--- config.mk ---
export PLATFORM = sky130hd
export DESIGN_NAME = char_lcd_4bit_write_sequencer
export DESIGN_NICKNAME = d
export VERILOG_FILES = /design/src/hw/rtl/lcdw_pkg.sv /design/src/hw/rtl/char_lcd_4bit_write_sequencer.sv /design/src/hw/rtl/lcdw_cfg.sv /design/src/hw/rtl/lcdw_core.sv /design/src/hw/rtl/lcdw_out.sv
export SDC_FILE = /design/constraint.sdc
export NUM_CORES = 1
export LEC_CHECK = 0
export BUFFER_PORTS_ARGS = -buffer_cell sky130_fd_sc_hd__clkbuf_2
export CAP_MARGIN = 30
export CELL_PAD_IN_SITES_DETAIL_PLACEMENT = 2
export CELL_PAD_IN_SITES_GLOBAL_PLACEMENT = 2
export CORE_MARGIN = 2
export CORE_UTILIZATION = 33
export CTS_BUF_LIST = sky130_fd_sc_hd__clkbuf_8
export DETAILED_ROUTE_END_ITERATION = 6
export GPL_TIMING_DRIVEN = 1
export PLACE_DENSITY = 0.79
export SYNTH_ARGS = -nofsm -noshare
export SYNTH_HDL_FRONTEND = slang
export SYNTH_SLANG_ARGS = --single-unit
--- constraint.sdc ---
create_clock -name i_clk -period 2.77 [get_ports i_clk]
set_input_delay 0.1385 -clock i_clk [delete_from_list [all_inputs] [get_ports i_clk]]
set_output_delay 0.1385 -clock i_clk [all_outputs]
set_load 0.01 [all_outputs]
--- src/hw/rtl/lcdw_pkg.sv ---
// Shared types, codes and constants for the character LCD write sequencer.
`timescale 1ns / 1ps
`default_nettype none

package lcdw_pkg;

    localparam int CFG_DELAY_W = 24;
    localparam int ROW_BASE_W  = 7;
    localparam int CFG_INDEX_W = 3;
    localparam int S_TDATA_W   = 24;
    localparam int S_TUSER_W   = 3;
    localparam int M_TDATA_W   = 8;

    localparam logic [CFG_DELAY_W-1:0] STROBE_RESET  = 24'd100000;
    localparam logic [CFG_DELAY_W-1:0] POWERUP_RESET = 24'd750000;
    localparam logic [ROW_BASE_W-1:0]  ROW0_RESET    = 7'd0;
    localparam logic [ROW_BASE_W-1:0]  ROW1_RESET    = 7'd64;
    localparam logic [ROW_BASE_W-1:0]  ROW2_RESET    = 7'd20;
    localparam logic [ROW_BASE_W-1:0]  ROW3_RESET    = 7'd84;

    // Configuration register indexes
    localparam logic [CFG_INDEX_W-1:0] REG_STROBE  = 3'd0;
    localparam logic [CFG_INDEX_W-1:0] REG_POWERUP = 3'd1;
    localparam logic [CFG_INDEX_W-1:0] REG_ROW0    = 3'd2;
    localparam logic [CFG_INDEX_W-1:0] REG_ROW1    = 3'd3;
    localparam logic [CFG_INDEX_W-1:0] REG_ROW2    = 3'd4;
    localparam logic [CFG_INDEX_W-1:0] REG_ROW3    = 3'd5;

    // Init sequence steps
    localparam logic [3:0] INIT_NONE  = 4'd0;
    localparam logic [3:0] INIT_WAIT  = 4'd1;
    localparam logic [3:0] INIT_FIRST = 4'd2;
    localparam logic [3:0] INIT_LAST_NIBBLE = 4'd4;
    localparam logic [3:0] INIT_LAST_CHAIN  = 4'd7;

    localparam logic [7:0] LCD_WAKE     = 8'h30;
    localparam logic [7:0] LCD_4BIT     = 8'h20;
    localparam logic [7:0] LCD_FUNC_SET = 8'h28;
    localparam logic [7:0] LCD_DISP_ON  = 8'h0C;
    localparam logic [7:0] LCD_ENTRY    = 8'h06;
    localparam logic [7:0] LCD_CLEAR    = 8'h01;
    localparam logic [7:0] LCD_SET_DDRAM = 8'h80;
    localparam logic [7:0] LO_NIBBLE_MASK = 8'h0F;

    typedef enum logic [2:0] {
        CMD_TICK   = 3'd0,
        CMD_DATA   = 3'd1,
        CMD_INSTR  = 3'd2,
        CMD_CURSOR = 3'd3,
        CMD_INIT   = 3'd4
    } t_cmd;

    typedef enum logic [1:0] {
        PH_HI_EN = 2'd0,
        PH_HI_LO = 2'd1,
        PH_LO_EN = 2'd2,
        PH_LO_LO = 2'd3
    } t_phase;

    typedef struct packed {
        t_phase     phase;
        logic [7:0] held_byte;
        logic       held_rs;
        logic [3:0] init_step;
        logic       busy;
        logic [3:0] nibble;
        logic       en;
    } t_seq_st;

    typedef struct packed {
        logic       accepted;
        logic       busy_res;
        logic       lcd_en;
        logic       lcd_rs;
        logic [3:0] lcd_data;
    } t_lcd_res;

    typedef struct packed {
        logic [CFG_DELAY_W-1:0]     strobe;
        logic [CFG_DELAY_W-1:0]     powerup;
        logic [3:0][ROW_BASE_W-1:0] row_base;
    } t_cfg;

    function automatic logic [7:0] init_item(input logic [3:0] step);
        logic [7:0] b;
        case (step)
            4'd2, 4'd3: b = LCD_WAKE;
            4'd4:       b = LCD_4BIT;
            4'd5:       b = LCD_FUNC_SET;
            4'd6:       b = LCD_DISP_ON;
            4'd7:       b = LCD_ENTRY;
            4'd8:       b = LCD_CLEAR;
            default:    b = '0;
        endcase
        return b;
    endfunction

    // Begin a byte: high nibble out, enable raised
    function automatic t_seq_st start_st(input t_seq_st s, input logic [7:0] b,
                                         input logic rs);
        t_seq_st o;
        o           = s;
        o.held_byte = b;
        o.held_rs   = rs;
        o.phase     = PH_HI_EN;
        o.nibble    = b[7:4];
        o.en        = 1'b1;
        o.busy      = 1'b1;
        return o;
    endfunction

endpackage

`default_nettype wire

--- src/hw/rtl/char_lcd_4bit_write_sequencer.sv ---
// Top level: 4-bit character LCD write sequencer, one input beat per tick.
//
//  channel   dir  handshake               payload
//  s (in)    in   i_s_tvalid/o_s_tready   i_s_tuser: cmd; i_s_tdata: byte_value, column, row
//  m (out)   out  o_m_tvalid/i_m_tready   o_m_tuser: rs; o_m_tdata: lcd_data, en, busy, accepted
//  cfg       in   i_cfg_valid/o_cfg_ready i_cfg_index, i_cfg_data
//
// Each input beat produces one result beat, captured in the result register.
// A new beat is taken every cycle while the result register is empty or draining.
// Strobe and power-up timing count input beats, not clock cycles.
// Reset restores the default delays and row bases and stops any transfer.
// A stall on the master side holds the result and blocks the slave side.
`timescale 1ns / 1ps
`default_nettype none

module char_lcd_4bit_write_sequencer
    import lcdw_pkg::*;
#(
    parameter int DELAY_WIDTH = 24
) (
    input  wire logic                   i_clk,
    input  wire logic                   i_rst_n,
    input  wire logic                   i_s_tvalid,
    output      logic                   o_s_tready,
    // [7:0] byte_value, [14:8] column, [16:15] row, [23:17] zero
    input  wire logic [S_TDATA_W-1:0]   i_s_tdata,
    // [2:0] cmd
    input  wire logic [S_TUSER_W-1:0]   i_s_tuser,
    output      logic                   o_m_tvalid,
    input  wire logic                   i_m_tready,
    // [3:0] lcd_data, [4] lcd_en, [5] busy_res, [6] accepted, [7] zero
    output      logic [M_TDATA_W-1:0]   o_m_tdata,
    // [0] lcd_rs
    output      logic                   o_m_tuser,
    input  wire logic                   i_cfg_valid,
    output      logic                   o_cfg_ready,
    input  wire logic [CFG_INDEX_W-1:0] i_cfg_index,
    input  wire logic [CFG_DELAY_W-1:0] i_cfg_data
);

    t_cfg     cfg;
    t_lcd_res res;
    logic     space;
    logic     take;

    assign o_cfg_ready = 1'b1;
    assign o_s_tready  = space;
    assign take        = i_s_tvalid && space;

    lcdw_cfg u_cfg (
        .i_clk       (i_clk),
        .i_rst_n     (i_rst_n),
        .i_cfg_valid (i_cfg_valid),
        .i_cfg_index (i_cfg_index),
        .i_cfg_data  (i_cfg_data),
        .o_cfg       (cfg)
    );

    lcdw_core #(
        .DELAY_WIDTH (DELAY_WIDTH)
    ) u_core (
        .i_clk        (i_clk),
        .i_rst_n      (i_rst_n),
        .i_take       (take),
        .i_cmd        (i_s_tuser),
        .i_byte_value (i_s_tdata[7:0]),
        .i_column     (i_s_tdata[14:8]),
        .i_row        (i_s_tdata[16:15]),
        .i_cfg        (cfg),
        .o_res        (res)
    );

    lcdw_out u_out (
        .i_clk      (i_clk),
        .i_rst_n    (i_rst_n),
        .i_load     (take),
        .i_res      (res),
        .o_space    (space),
        .o_m_tvalid (o_m_tvalid),
        .i_m_tready (i_m_tready),
        .o_m_tdata  (o_m_tdata),
        .o_m_tuser  (o_m_tuser)
    );

endmodule

`default_nettype wire

--- src/hw/rtl/lcdw_cfg.sv ---
// Configuration register file: strobe and power-up delays, row base addresses.
`timescale 1ns / 1ps
`default_nettype none

module lcdw_cfg
    import lcdw_pkg::*;
(
    input  wire logic                   i_clk,
    input  wire logic                   i_rst_n,
    input  wire logic                   i_cfg_valid,
    input  wire logic [CFG_INDEX_W-1:0] i_cfg_index,
    input  wire logic [CFG_DELAY_W-1:0] i_cfg_data,
    output      t_cfg                   o_cfg
);

    t_cfg r_cfg;
    t_cfg n_cfg;

    always_comb begin
        n_cfg = r_cfg;
        if (i_cfg_valid) begin
            unique case (i_cfg_index)
                REG_STROBE:  n_cfg.strobe      = i_cfg_data;
                REG_POWERUP: n_cfg.powerup     = i_cfg_data;
                REG_ROW0:    n_cfg.row_base[0] = i_cfg_data[ROW_BASE_W-1:0];
                REG_ROW1:    n_cfg.row_base[1] = i_cfg_data[ROW_BASE_W-1:0];
                REG_ROW2:    n_cfg.row_base[2] = i_cfg_data[ROW_BASE_W-1:0];
                REG_ROW3:    n_cfg.row_base[3] = i_cfg_data[ROW_BASE_W-1:0];
                default:     n_cfg = r_cfg;
            endcase
        end
    end

    always_ff @(posedge i_clk) begin
        if (!i_rst_n) begin
            r_cfg.strobe      <= STROBE_RESET;
            r_cfg.powerup     <= POWERUP_RESET;
            r_cfg.row_base[0] <= ROW0_RESET;
            r_cfg.row_base[1] <= ROW1_RESET;
            r_cfg.row_base[2] <= ROW2_RESET;
            r_cfg.row_base[3] <= ROW3_RESET;
        end else begin
            r_cfg <= n_cfg;
        end
    end

    assign o_cfg = r_cfg;

endmodule

`default_nettype wire

--- src/hw/rtl/lcdw_core.sv ---
// Sequencer state and the per-beat next-state and result logic.
`timescale 1ns / 1ps
`default_nettype none

module lcdw_core
    import lcdw_pkg::*;
#(
    parameter int DELAY_WIDTH = 24
) (
    input  wire logic                  i_clk,
    input  wire logic                  i_rst_n,
    input  wire logic                  i_take,
    input  wire logic [2:0]            i_cmd,
    input  wire logic [7:0]            i_byte_value,
    input  wire logic [ROW_BASE_W-1:0] i_column,
    input  wire logic [1:0]            i_row,
    input  wire t_cfg                  i_cfg,
    output      t_lcd_res              o_res
);

    localparam int WIDE_W = (DELAY_WIDTH > CFG_DELAY_W) ? DELAY_WIDTH : CFG_DELAY_W;
    localparam logic [WIDE_W-1:0] DELAY_MAX = WIDE_W'({DELAY_WIDTH{1'b1}});

    t_seq_st                r_st;
    t_seq_st                n_st;
    logic [DELAY_WIDTH-1:0] r_dcnt;
    logic [DELAY_WIDTH-1:0] n_dcnt;

    logic [WIDE_W-1:0]      strobe_wide;
    logic [WIDE_W-1:0]      powerup_wide;
    logic [DELAY_WIDTH-1:0] strobe_sat;
    logic [DELAY_WIDTH-1:0] powerup_sat;
    logic [DELAY_WIDTH-1:0] strobe_load;
    logic [DELAY_WIDTH-1:0] powerup_load;
    logic                   item_done;
    logic                   accepted;
    logic [ROW_BASE_W-1:0]  cursor_addr;

    // Phase lengths: saturate to the counter, zero counts as one tick
    always_comb begin
        strobe_wide  = WIDE_W'(i_cfg.strobe);
        powerup_wide = WIDE_W'(i_cfg.powerup);
        strobe_sat   = (strobe_wide > DELAY_MAX) ? {DELAY_WIDTH{1'b1}}
                                                 : strobe_wide[DELAY_WIDTH-1:0];
        powerup_sat  = (powerup_wide > DELAY_MAX) ? {DELAY_WIDTH{1'b1}}
                                                  : powerup_wide[DELAY_WIDTH-1:0];
        strobe_load  = (strobe_sat == '0) ? '0 : strobe_sat - 1'b1;
        powerup_load = (powerup_sat == '0) ? '0 : powerup_sat - 1'b1;
    end

    assign cursor_addr = i_cfg.row_base[i_row] + i_column;

    // Next state: advance the running sequence, then take a request if idle
    always_comb begin
        n_st      = r_st;
        n_dcnt    = r_dcnt;
        item_done = 1'b0;
        accepted  = 1'b0;

        if (r_st.busy) begin
            if (r_dcnt != '0) begin
                n_dcnt = r_dcnt - 1'b1;
            end else if (r_st.init_step == INIT_WAIT) begin
                n_st           = start_st(r_st, init_item(INIT_FIRST), 1'b0);
                n_st.init_step = INIT_FIRST;
                n_dcnt         = strobe_load;
            end else begin
                unique case (r_st.phase)
                    PH_HI_EN: begin
                        n_st.phase = PH_HI_LO;
                        n_st.en    = 1'b0;
                        n_dcnt     = strobe_load;
                    end
                    PH_HI_LO: begin
                        // Raw wake-up nibbles carry no low half
                        if (r_st.init_step >= INIT_FIRST &&
                            r_st.init_step <= INIT_LAST_NIBBLE) begin
                            item_done = 1'b1;
                        end else begin
                            n_st.phase  = PH_LO_EN;
                            n_st.nibble = r_st.held_byte[3:0];
                            n_st.en     = 1'b1;
                            n_dcnt      = strobe_load;
                        end
                    end
                    PH_LO_EN: begin
                        n_st.phase = PH_LO_LO;
                        n_st.en    = 1'b0;
                        n_dcnt     = strobe_load;
                    end
                    PH_LO_LO: begin
                        item_done = 1'b1;
                    end
                    default: begin
                        item_done = 1'b1;
                    end
                endcase

                if (item_done) begin
                    if (r_st.init_step >= INIT_FIRST && r_st.init_step <= INIT_LAST_CHAIN) begin
                        n_st = start_st(r_st, init_item(r_st.init_step + 4'd1), 1'b0);
                        n_st.init_step = r_st.init_step + 4'd1;
                        n_dcnt = strobe_load;
                    end else begin
                        n_st.init_step = INIT_NONE;
                        n_st.busy      = 1'b0;
                        n_st.en        = 1'b0;
                        n_st.held_rs   = 1'b0;
                        n_st.phase     = PH_HI_EN;
                    end
                end
            end
        end

        if (!n_st.busy) begin
            unique case (t_cmd'(i_cmd))
                CMD_DATA: begin
                    n_st     = start_st(n_st, i_byte_value, 1'b1);
                    n_dcnt   = strobe_load;
                    accepted = 1'b1;
                end
                CMD_INSTR: begin
                    n_st     = start_st(n_st, i_byte_value, 1'b0);
                    n_dcnt   = strobe_load;
                    accepted = 1'b1;
                end
                CMD_CURSOR: begin
                    n_st     = start_st(n_st, LCD_SET_DDRAM | {1'b0, cursor_addr}, 1'b0);
                    n_dcnt   = strobe_load;
                    accepted = 1'b1;
                end
                CMD_INIT: begin
                    n_st.init_step = INIT_WAIT;
                    n_st.phase     = PH_HI_EN;
                    n_st.held_byte = '0;
                    n_st.held_rs   = 1'b0;
                    n_st.nibble    = '0;
                    n_st.en        = 1'b0;
                    n_st.busy      = 1'b1;
                    n_dcnt         = powerup_load;
                    accepted       = 1'b1;
                end
                default: begin
                    accepted = 1'b0;
                end
            endcase
        end
    end

    // Pins after this beat
    always_comb begin
        o_res.lcd_data = n_st.nibble;
        o_res.lcd_rs   = n_st.busy & n_st.held_rs;
        o_res.lcd_en   = n_st.en;
        o_res.busy_res = n_st.busy;
        o_res.accepted = accepted;
    end

    always_ff @(posedge i_clk) begin
        if (!i_rst_n) begin
            r_st.phase     <= PH_HI_EN;
            r_st.held_byte <= '0;
            r_st.held_rs   <= 1'b0;
            r_st.init_step <= INIT_NONE;
            r_st.busy      <= 1'b0;
            r_st.nibble    <= '0;
            r_st.en        <= 1'b0;
            r_dcnt         <= '0;
        end else if (i_take) begin
            r_st   <= n_st;
            r_dcnt <= n_dcnt;
        end
    end

endmodule

`default_nettype wire

--- src/hw/rtl/lcdw_out.sv ---
// Result register toward the master side; refills in the cycle it drains.
`timescale 1ns / 1ps
`default_nettype none

module lcdw_out
    import lcdw_pkg::*;
(
    input  wire logic                 i_clk,
    input  wire logic                 i_rst_n,
    input  wire logic                 i_load,
    input  wire t_lcd_res             i_res,
    output      logic                 o_space,
    output      logic                 o_m_tvalid,
    input  wire logic                 i_m_tready,
    output      logic [M_TDATA_W-1:0] o_m_tdata,
    output      logic                 o_m_tuser
);

    logic     r_valid;
    t_lcd_res r_res;

    assign o_space = !r_valid || i_m_tready;

    always_ff @(posedge i_clk) begin
        if (!i_rst_n) begin
            r_valid <= 1'b0;
        end else if (o_space) begin
            r_valid <= i_load;
        end
    end

    // Payload needs no reset
    always_ff @(posedge i_clk) begin
        if (i_load && o_space) begin
            r_res <= i_res;
        end
    end

    assign o_m_tvalid = r_valid;
    assign o_m_tdata  = {1'b0, r_res.accepted, r_res.busy_res, r_res.lcd_en, r_res.lcd_data};
    assign o_m_tuser  = r_res.lcd_rs;

endmodule

`default_nettype wire

# Yosys cells after proc, flatten, opt, wreduce, memory -nomap -nowiden
# Cells that the tools add are included.
[word_totals]
wordCells = 110
reg_bits = 130
inputBits = 59
[op_classes]
bitwise = 1
mux = 37
addsub = 5
n_eq_ne = 20
n_reduce_logical = 21
n_lt_le_gt_ge = 6
[op_table]
columns = ["operator", "n"]
rows = [
  ["24-bit 2-to-1 mux", 11],
  ["21-bit 2-to-1 mux", 5],
  ["24-bit case mux with 2 select lines", 2],
  ["21-bit case mux with 4 select lines", 1],
  ["24-bit by 1-bit subtractor with 24-bit output (second input constant)", 3],
  ["24-bit > comparator (second input constant)", 2],
  ["24-bit zero test", 2],
  ["6-bit case mux with 6 select lines", 1],
  ["24-bit nonzero test", 1],
  ["4-bit by 3-bit equality test with 1-bit output (second input constant)", 4],
  ["7-bit binary-select mux with 2-bit select", 1],
  ["3-bit by 2-bit equality test with 1-bit output (second input constant)", 4],
  ["2-bit AND reduction", 6],
  ["5-bit 2-to-1 mux", 2],
  ["3-bit equality test (second input constant)", 3],
  ["4-bit by 2-bit equality test with 1-bit output (second input constant)", 2],
  ["4-bit by 3-bit less-or-equal comparator with 1-bit output (second input constant)", 2],
  ["4-bit 2-to-1 mux", 2],
  ["8-bit 2-to-1 mux", 1],
  ["7-bit adder", 1],
  ["7-bit 2-to-1 mux", 1],
  ["3-bit by 1-bit equality test with 1-bit output (second input constant)", 2],
  ["1-bit 2-to-1 mux", 6],
  ["2-bit case mux with 3 select lines", 1],
  ["other kinds (18)", 24],
]

# Logic depth before layout (Yosys ltp)
[logic_depth]
word_depth = 14
mapped_depth = 12
mapped_depth_nobuf = 11

# By module
# From an unflattened synthesis, not the netlist that was laid out.
[hier_totals]
hier_cells = 969
area_unflattened_um2 = 8264.2
[by_module_without_submodules]
columns = ["module", "area_each_um2", "cells_each", "instances"]
rows = [
  ["lcdw_core", 4932.2, 656, 1],
  ["lcdw_cfg", 3005.4, 295, 1],
  ["lcdw_out", 309.0, 15, 1],
  ["char_lcd_4bit_write_sequencer", 17.5, 3, 1],
]

# Worst setup path after synthesis
# OpenSTA, ideal clock, no wires.
[synth_path]
path_type = "in2reg"
from = "in i_s_tdata[15]"
to = "reg u_core.r_st[3] in the netlist's numbering"
arrival_time_ps = 2654
setup_slack_ps = -6
path_stages = 11
path_buffers = 1
required_ps = 2648
setup_ps = 122
cell_sequence = "buf_2 > mux4_2 > ha_1 > fa_1 > a211oi_1 > o21bai_1 > a21oi_1 > xnor2_1 > a22oi_1 > nor3_1 > a311o_1"
[synth_between]
elab_chain_len = 5
[synth_rtl]
columns = ["element", "line", "text"]
rows = [
  ["start: declaration", "char_lcd_4bit_write_sequencer.sv:26", "input wire logic [S_TDATA_W-1:0] i_s_tdata,"],
  ["7-bit binary-select mux with 2-bit select", "lcdw_core.sv:51", "assign cursor_addr = i_cfg.row_base[i_row] + i_column;"],
  ["7-bit 2-to-1 mux (not written as such)", "lcdw_core.sv:51", ""],
  ["7-bit adder", "lcdw_core.sv:51", ""],
  ["21-bit case mux with 4 select lines", "lcdw_core.sv:116", "unique case (t_cmd'(i_cmd))"],
  ["21-bit 2-to-1 mux", "lcdw_core.sv:115", "if (!n_st.busy) begin"],
  ["end signal: assignment", "lcdw_core.sv:170", "r_st <= n_st;"],
  ["end: declaration", "lcdw_core.sv:24", "t_seq_st r_st;"],
]
# Every way passes these cells. The select of a mux whose other input is x is not followed.
# A chain may end at the register's enable or synchronous reset.

# Final worst setup path
[layout_path]
from = "reg u_cfg.r_cfg, in the netlist u_cfg.o_cfg[21]"
to = "reg u_core.r_st[1] in the netlist's numbering"
[layout_between]
elab_chain_len = 5
[layout_rtl]
columns = ["element", "line", "text"]
rows = [
  ["start: declaration", "lcdw_cfg.sv:16", "t_cfg r_cfg;"],
  ["start signal: assignment", "lcdw_cfg.sv:43", "r_cfg <= n_cfg;"],
  ["7-bit binary-select mux with 2-bit select", "lcdw_core.sv:51", ""],
  ["7-bit 2-to-1 mux (not written as such)", "lcdw_core.sv:51", ""],
  ["7-bit adder", "lcdw_core.sv:51", ""],
  ["21-bit case mux with 4 select lines", "lcdw_core.sv:116", ""],
  ["21-bit 2-to-1 mux", "lcdw_core.sv:115", ""],
]
# Every way passes these cells. The select of a mux whose other input is x is not followed.

==> flow_metrics.py <==
metrics = {
    "run_status": {
        "run_status": "complete, but fails checks",
        "violations": "negative setup slack",
    },
    "critical_path": {
        "required_ns": 3.17,
        "path_class": "register to register",
        "cp_common_cell": "buf_4",
        "cp-end-kind": "register",
        "crit_path_cell_trace": "mux4_2 > ha_4 > fa_2 > a211oi_4 > buf_4 > buf_4 > buf_4 > buf_4 > o21ai_1 > a2bb2oi_2 > nor3_2 > a31oi_1 > o21ai_1",
        "arrival_ns": 3.27,
        "critPathBufInv": 4,
        "critPathMaxFanout": 2,
        "start_kind": "register",
        "rrSetupSlack_ns": -0.10,
        "cpPeakStageDelay_ns": 0.52,
        "path_delay_family": "compound AO/OA/AOI/OAI gates",
        "critPathSlowestCell": "mux4_2",
    },
    "pwr": {
        "powerDensity_mw_per_mm2": 482.4,
        "vdd_ir_drop_max_mv": 0.2451,
        "leakage_nw": 3.736,
        "power_w": 0.004697,
    },
    "place": {
        "port_buffers": 61,
        "place.gp.congestion": 0.8903,
        "place_area_sq_mm": 0.008897,
        "place_ws_ns": -0.1336,
        "dp_cells": 1392,
        "hpwlAfterDp_microns": 22790,
    },
    "finish": {
        "finalNonFillerCells": 1452,
        "stdcell_area_sq_mm": 0.009737,
        "register_area_sq_mm": 0.002604,
        "drive_gt1_share_pct": 20.65,
        "fin_nets": 1197,
        "antenna_cells": 0,
        "multiInputGateArea_sq_mm": 0.005124,
        "fillers": 2695,
        "finish.utilization_pct": 41.48,
        "areaGrowthSynthToFinish_pct": 23.60,
    },
    "route": {
        "wl_per_cell_microns": 22.75,
        "drcViolationCount": 0,
        "first_iter_violations": 454,
        "dr.pass1.iters": 5,
        "routed_wl_microns": 33030,
        "avgViaCountPerCell": 5.715,
        "num_vias": 8298,
        "drtAntennaViolNets": 0,
    },
    "grt": {
        "antenna_found_initial": 0,
        "grt_max_degree": 78,
        "grt_pass1_vias": 8789,
        "grt-ovfl-total": 0,
        "grt_pass1_wl_microns": 50920,
        "grt.total_usage_pct": 26.44,
    },
    "clock_tree": {
        "htreeDepth": 4,
        "numCtsBuffers": 17,
        "cts_tree": "built",
        "root_buffer": "clkbuf_8",
        "clk_latency_ns": 0.48,
        "cts_sinks": 126,
        "cts.clk_slew.worst_paths_ns": 0.11,
        "cts_max_path_buffers": 2,
    },
    "synth": {
        "syn_area_sq_mm": 0.007878,
        "synth_edf_count": 8,
        "synth_seq_cells": 126,
        "synth_nets": 1078,
        "async_reset_ff_share_pct": 0,
        "synth_common_cells": "178 x nand2_1, 118 x dfxtp_1, 72 x nor2_1, 57 x o21ai_0, 51 x a21oi_1",
        "yosysSeqAreaShare_pct": 33.04,
        "synth.avg_cell_area_sq_um": 7.870,
        "yosysWarnings": 0,
        "synth_flop_cell": "dfxtp_1",
        "synthCells": 1001,
        "yosys.area.top_type": "dfxtp_1",
        "synth.area.top_cells": "dfxtp_1 30%, nand2_1 8.5%, a21boi_0 4.5%",
        "yosysUniqueCellTypes": 77,
        "yosys.cell_count.top_type": "nand2_1",
        "yosysTopAreaCellShare_pct": 29.99,
    },
    "floorplan": {
        "die_w_microns": 158.5,
        "io_pins": 71,
        "core_sq_mm": 0.02347,
        "die_area_sq_mm": 0.02512,
        "die_h_microns": 158.5,
        "row_count": 56,
        "initial_utilization_pct": 33.56,
    },
    "sta": {
        "clock.fmax_mhz": 348.3,
        "finClkSkew_ns": 0.02686,
        "fin_ws_ns": -0.1015,
        "hold_viol": 0,
        "finalMaxSlewViolations": 0,
        "max_slew_margin_pct": 32.88,
        "tightest_slew_ns": 1.007,
        "grt_setup_unrepaired": "true",
        "layout_min_cycle_time_ns": 2.871,
        "period_share_pct": 103.7,
        "setup_viol": 3,
    },
    "flow_run": {
        "cap_violations": 0,
    },
    "hold_path": {
        "worstHoldPathType": "input pin to register",
    },
}
==> worst min-delay path, delay by kind of cell <==
family | cells | cell delay [ns]
simple gates | 1 | 0.08
buf+inv | 1 | 0.15
compound gates | 1 | 0.07
==> per-stage QoR <==
step	setup TNS, ns	hold WS [ns]
after floorplan	0	0.2625
after global placement	-0.03019	0.3691
after detailed placement	-0.2367	0.3778
after CTS	-0.01351	0.003703
after global routing	-0.6450	0.01140
final	-0.2603	0.0003396
==> routing by layer <==
| metal | track usage (%) | wire length [microns] | share of wire, % | vias to the layer above |
|---|---|---|---|---|
| li1 | - | - | - | 3846 |
| met1 | 35.02 | 14760 | 45 | 4191 |
| met3 | 2.940 | 1259 | 3.8 | 45 |
| met4 | 7.465 | 685 | 2.1 | 0 |
| met5 | 0 | 0 | 0 | - |
| met2 | 45.55 | 16330 | 49 | 216 |
==> timing repair <==
action                                 CTS  global route
setup endpoints to repair                2            43
gates resized for setup                  3            28
hold buffers                            19             0
endpoints found under the hold margin   37             0
pin swaps                                3            11
setup buffers                            3             6
==> power breakdown <==
group	internal, W	switching [W]	leakage (nW)
Combinational	0.000373	0.000545	2.48
Clock	0.000779	0.00101	0.217
Sequential	0.00191	0.0000859	1.04
Total	0.00306	0.00164	3.74
==> final timing paths <==
check	from	end	cells after the start
max reg2reg	u_cfg.o_cfg[21]	u_core.r_st[1]	13
min	i_cfg_data[5]	u_cfg.o_cfg[26]	3
min reg2reg	u_cfg.o_cfg[10]	u_cfg.o_cfg[10]	2
max	u_cfg.o_cfg[21]	u_core.r_st[1]	13
==> cells by family (layout without fill, tap and decap cells) <==
family	count (synthesis)	count (layout)	share of synthesized area, %
compound gates	260	260	22.47
xor+xnor	48	48	5.337
fa+ha+maj	18	18	2.954
buf+inv	74	206	3.844
flops	126	126	33.04
mux	33	33	5.321
other cells	2	2	0.09533
simple gates	440	440	26.94
==> cell type report <==
cell class / instances / area share, %
Clock buffer: 17 / 2.403
Inverter: 18 / 0.6939
Multi-Input combinational cell: 801 / 52.62
Timing Repair Buffer: 156 / 11.46
Sequential cell: 126 / 26.74
Clock inverter: 15 / 1.979
Tap cell: 319 / 4.099
==> cells in the final DEF, fill, tap and decap left out, types with 7 or more instances in the layout <==
cell type / count
dlygate4sd3_1: 19
a221oi_1: 7
o31ai_1: 8
nand2b_1: 8
a31oi_1: 11
o22ai_1: 7
o221a_2: 11
nand3_1: 41
dfxtp_1: 117
o21ai_0: 55
nor2_1: 71
nor2b_1: 19
nor3_1: 25
edfxtp_1: 8
nand2_1: 177
mux4_2: 7
a21oi_1: 50
nand4_1: 11
inv_1: 16
xor2_1: 19
ha_1: 16
xnor2_1: 28
mux2i_1: 25
clkbuf_2: 60
and2_1: 9
buf_4: 72
clkbuf_8: 17
a21o_1: 11
or3_1: 12
a21boi_0: 47
nor4_1: 13
==> state kept, by name, summed over array words and instances (netlist names) <==
signal            cells
u_core.r_st          17
u_cfg.o_cfg          76
u_out.o_m_tvalid      1
u_out.o_m_tdata       7
u_core.r_dcnt        24
u_out.o_m_tuser       1
Note: power is estimated with default switching activity, not from simulation.
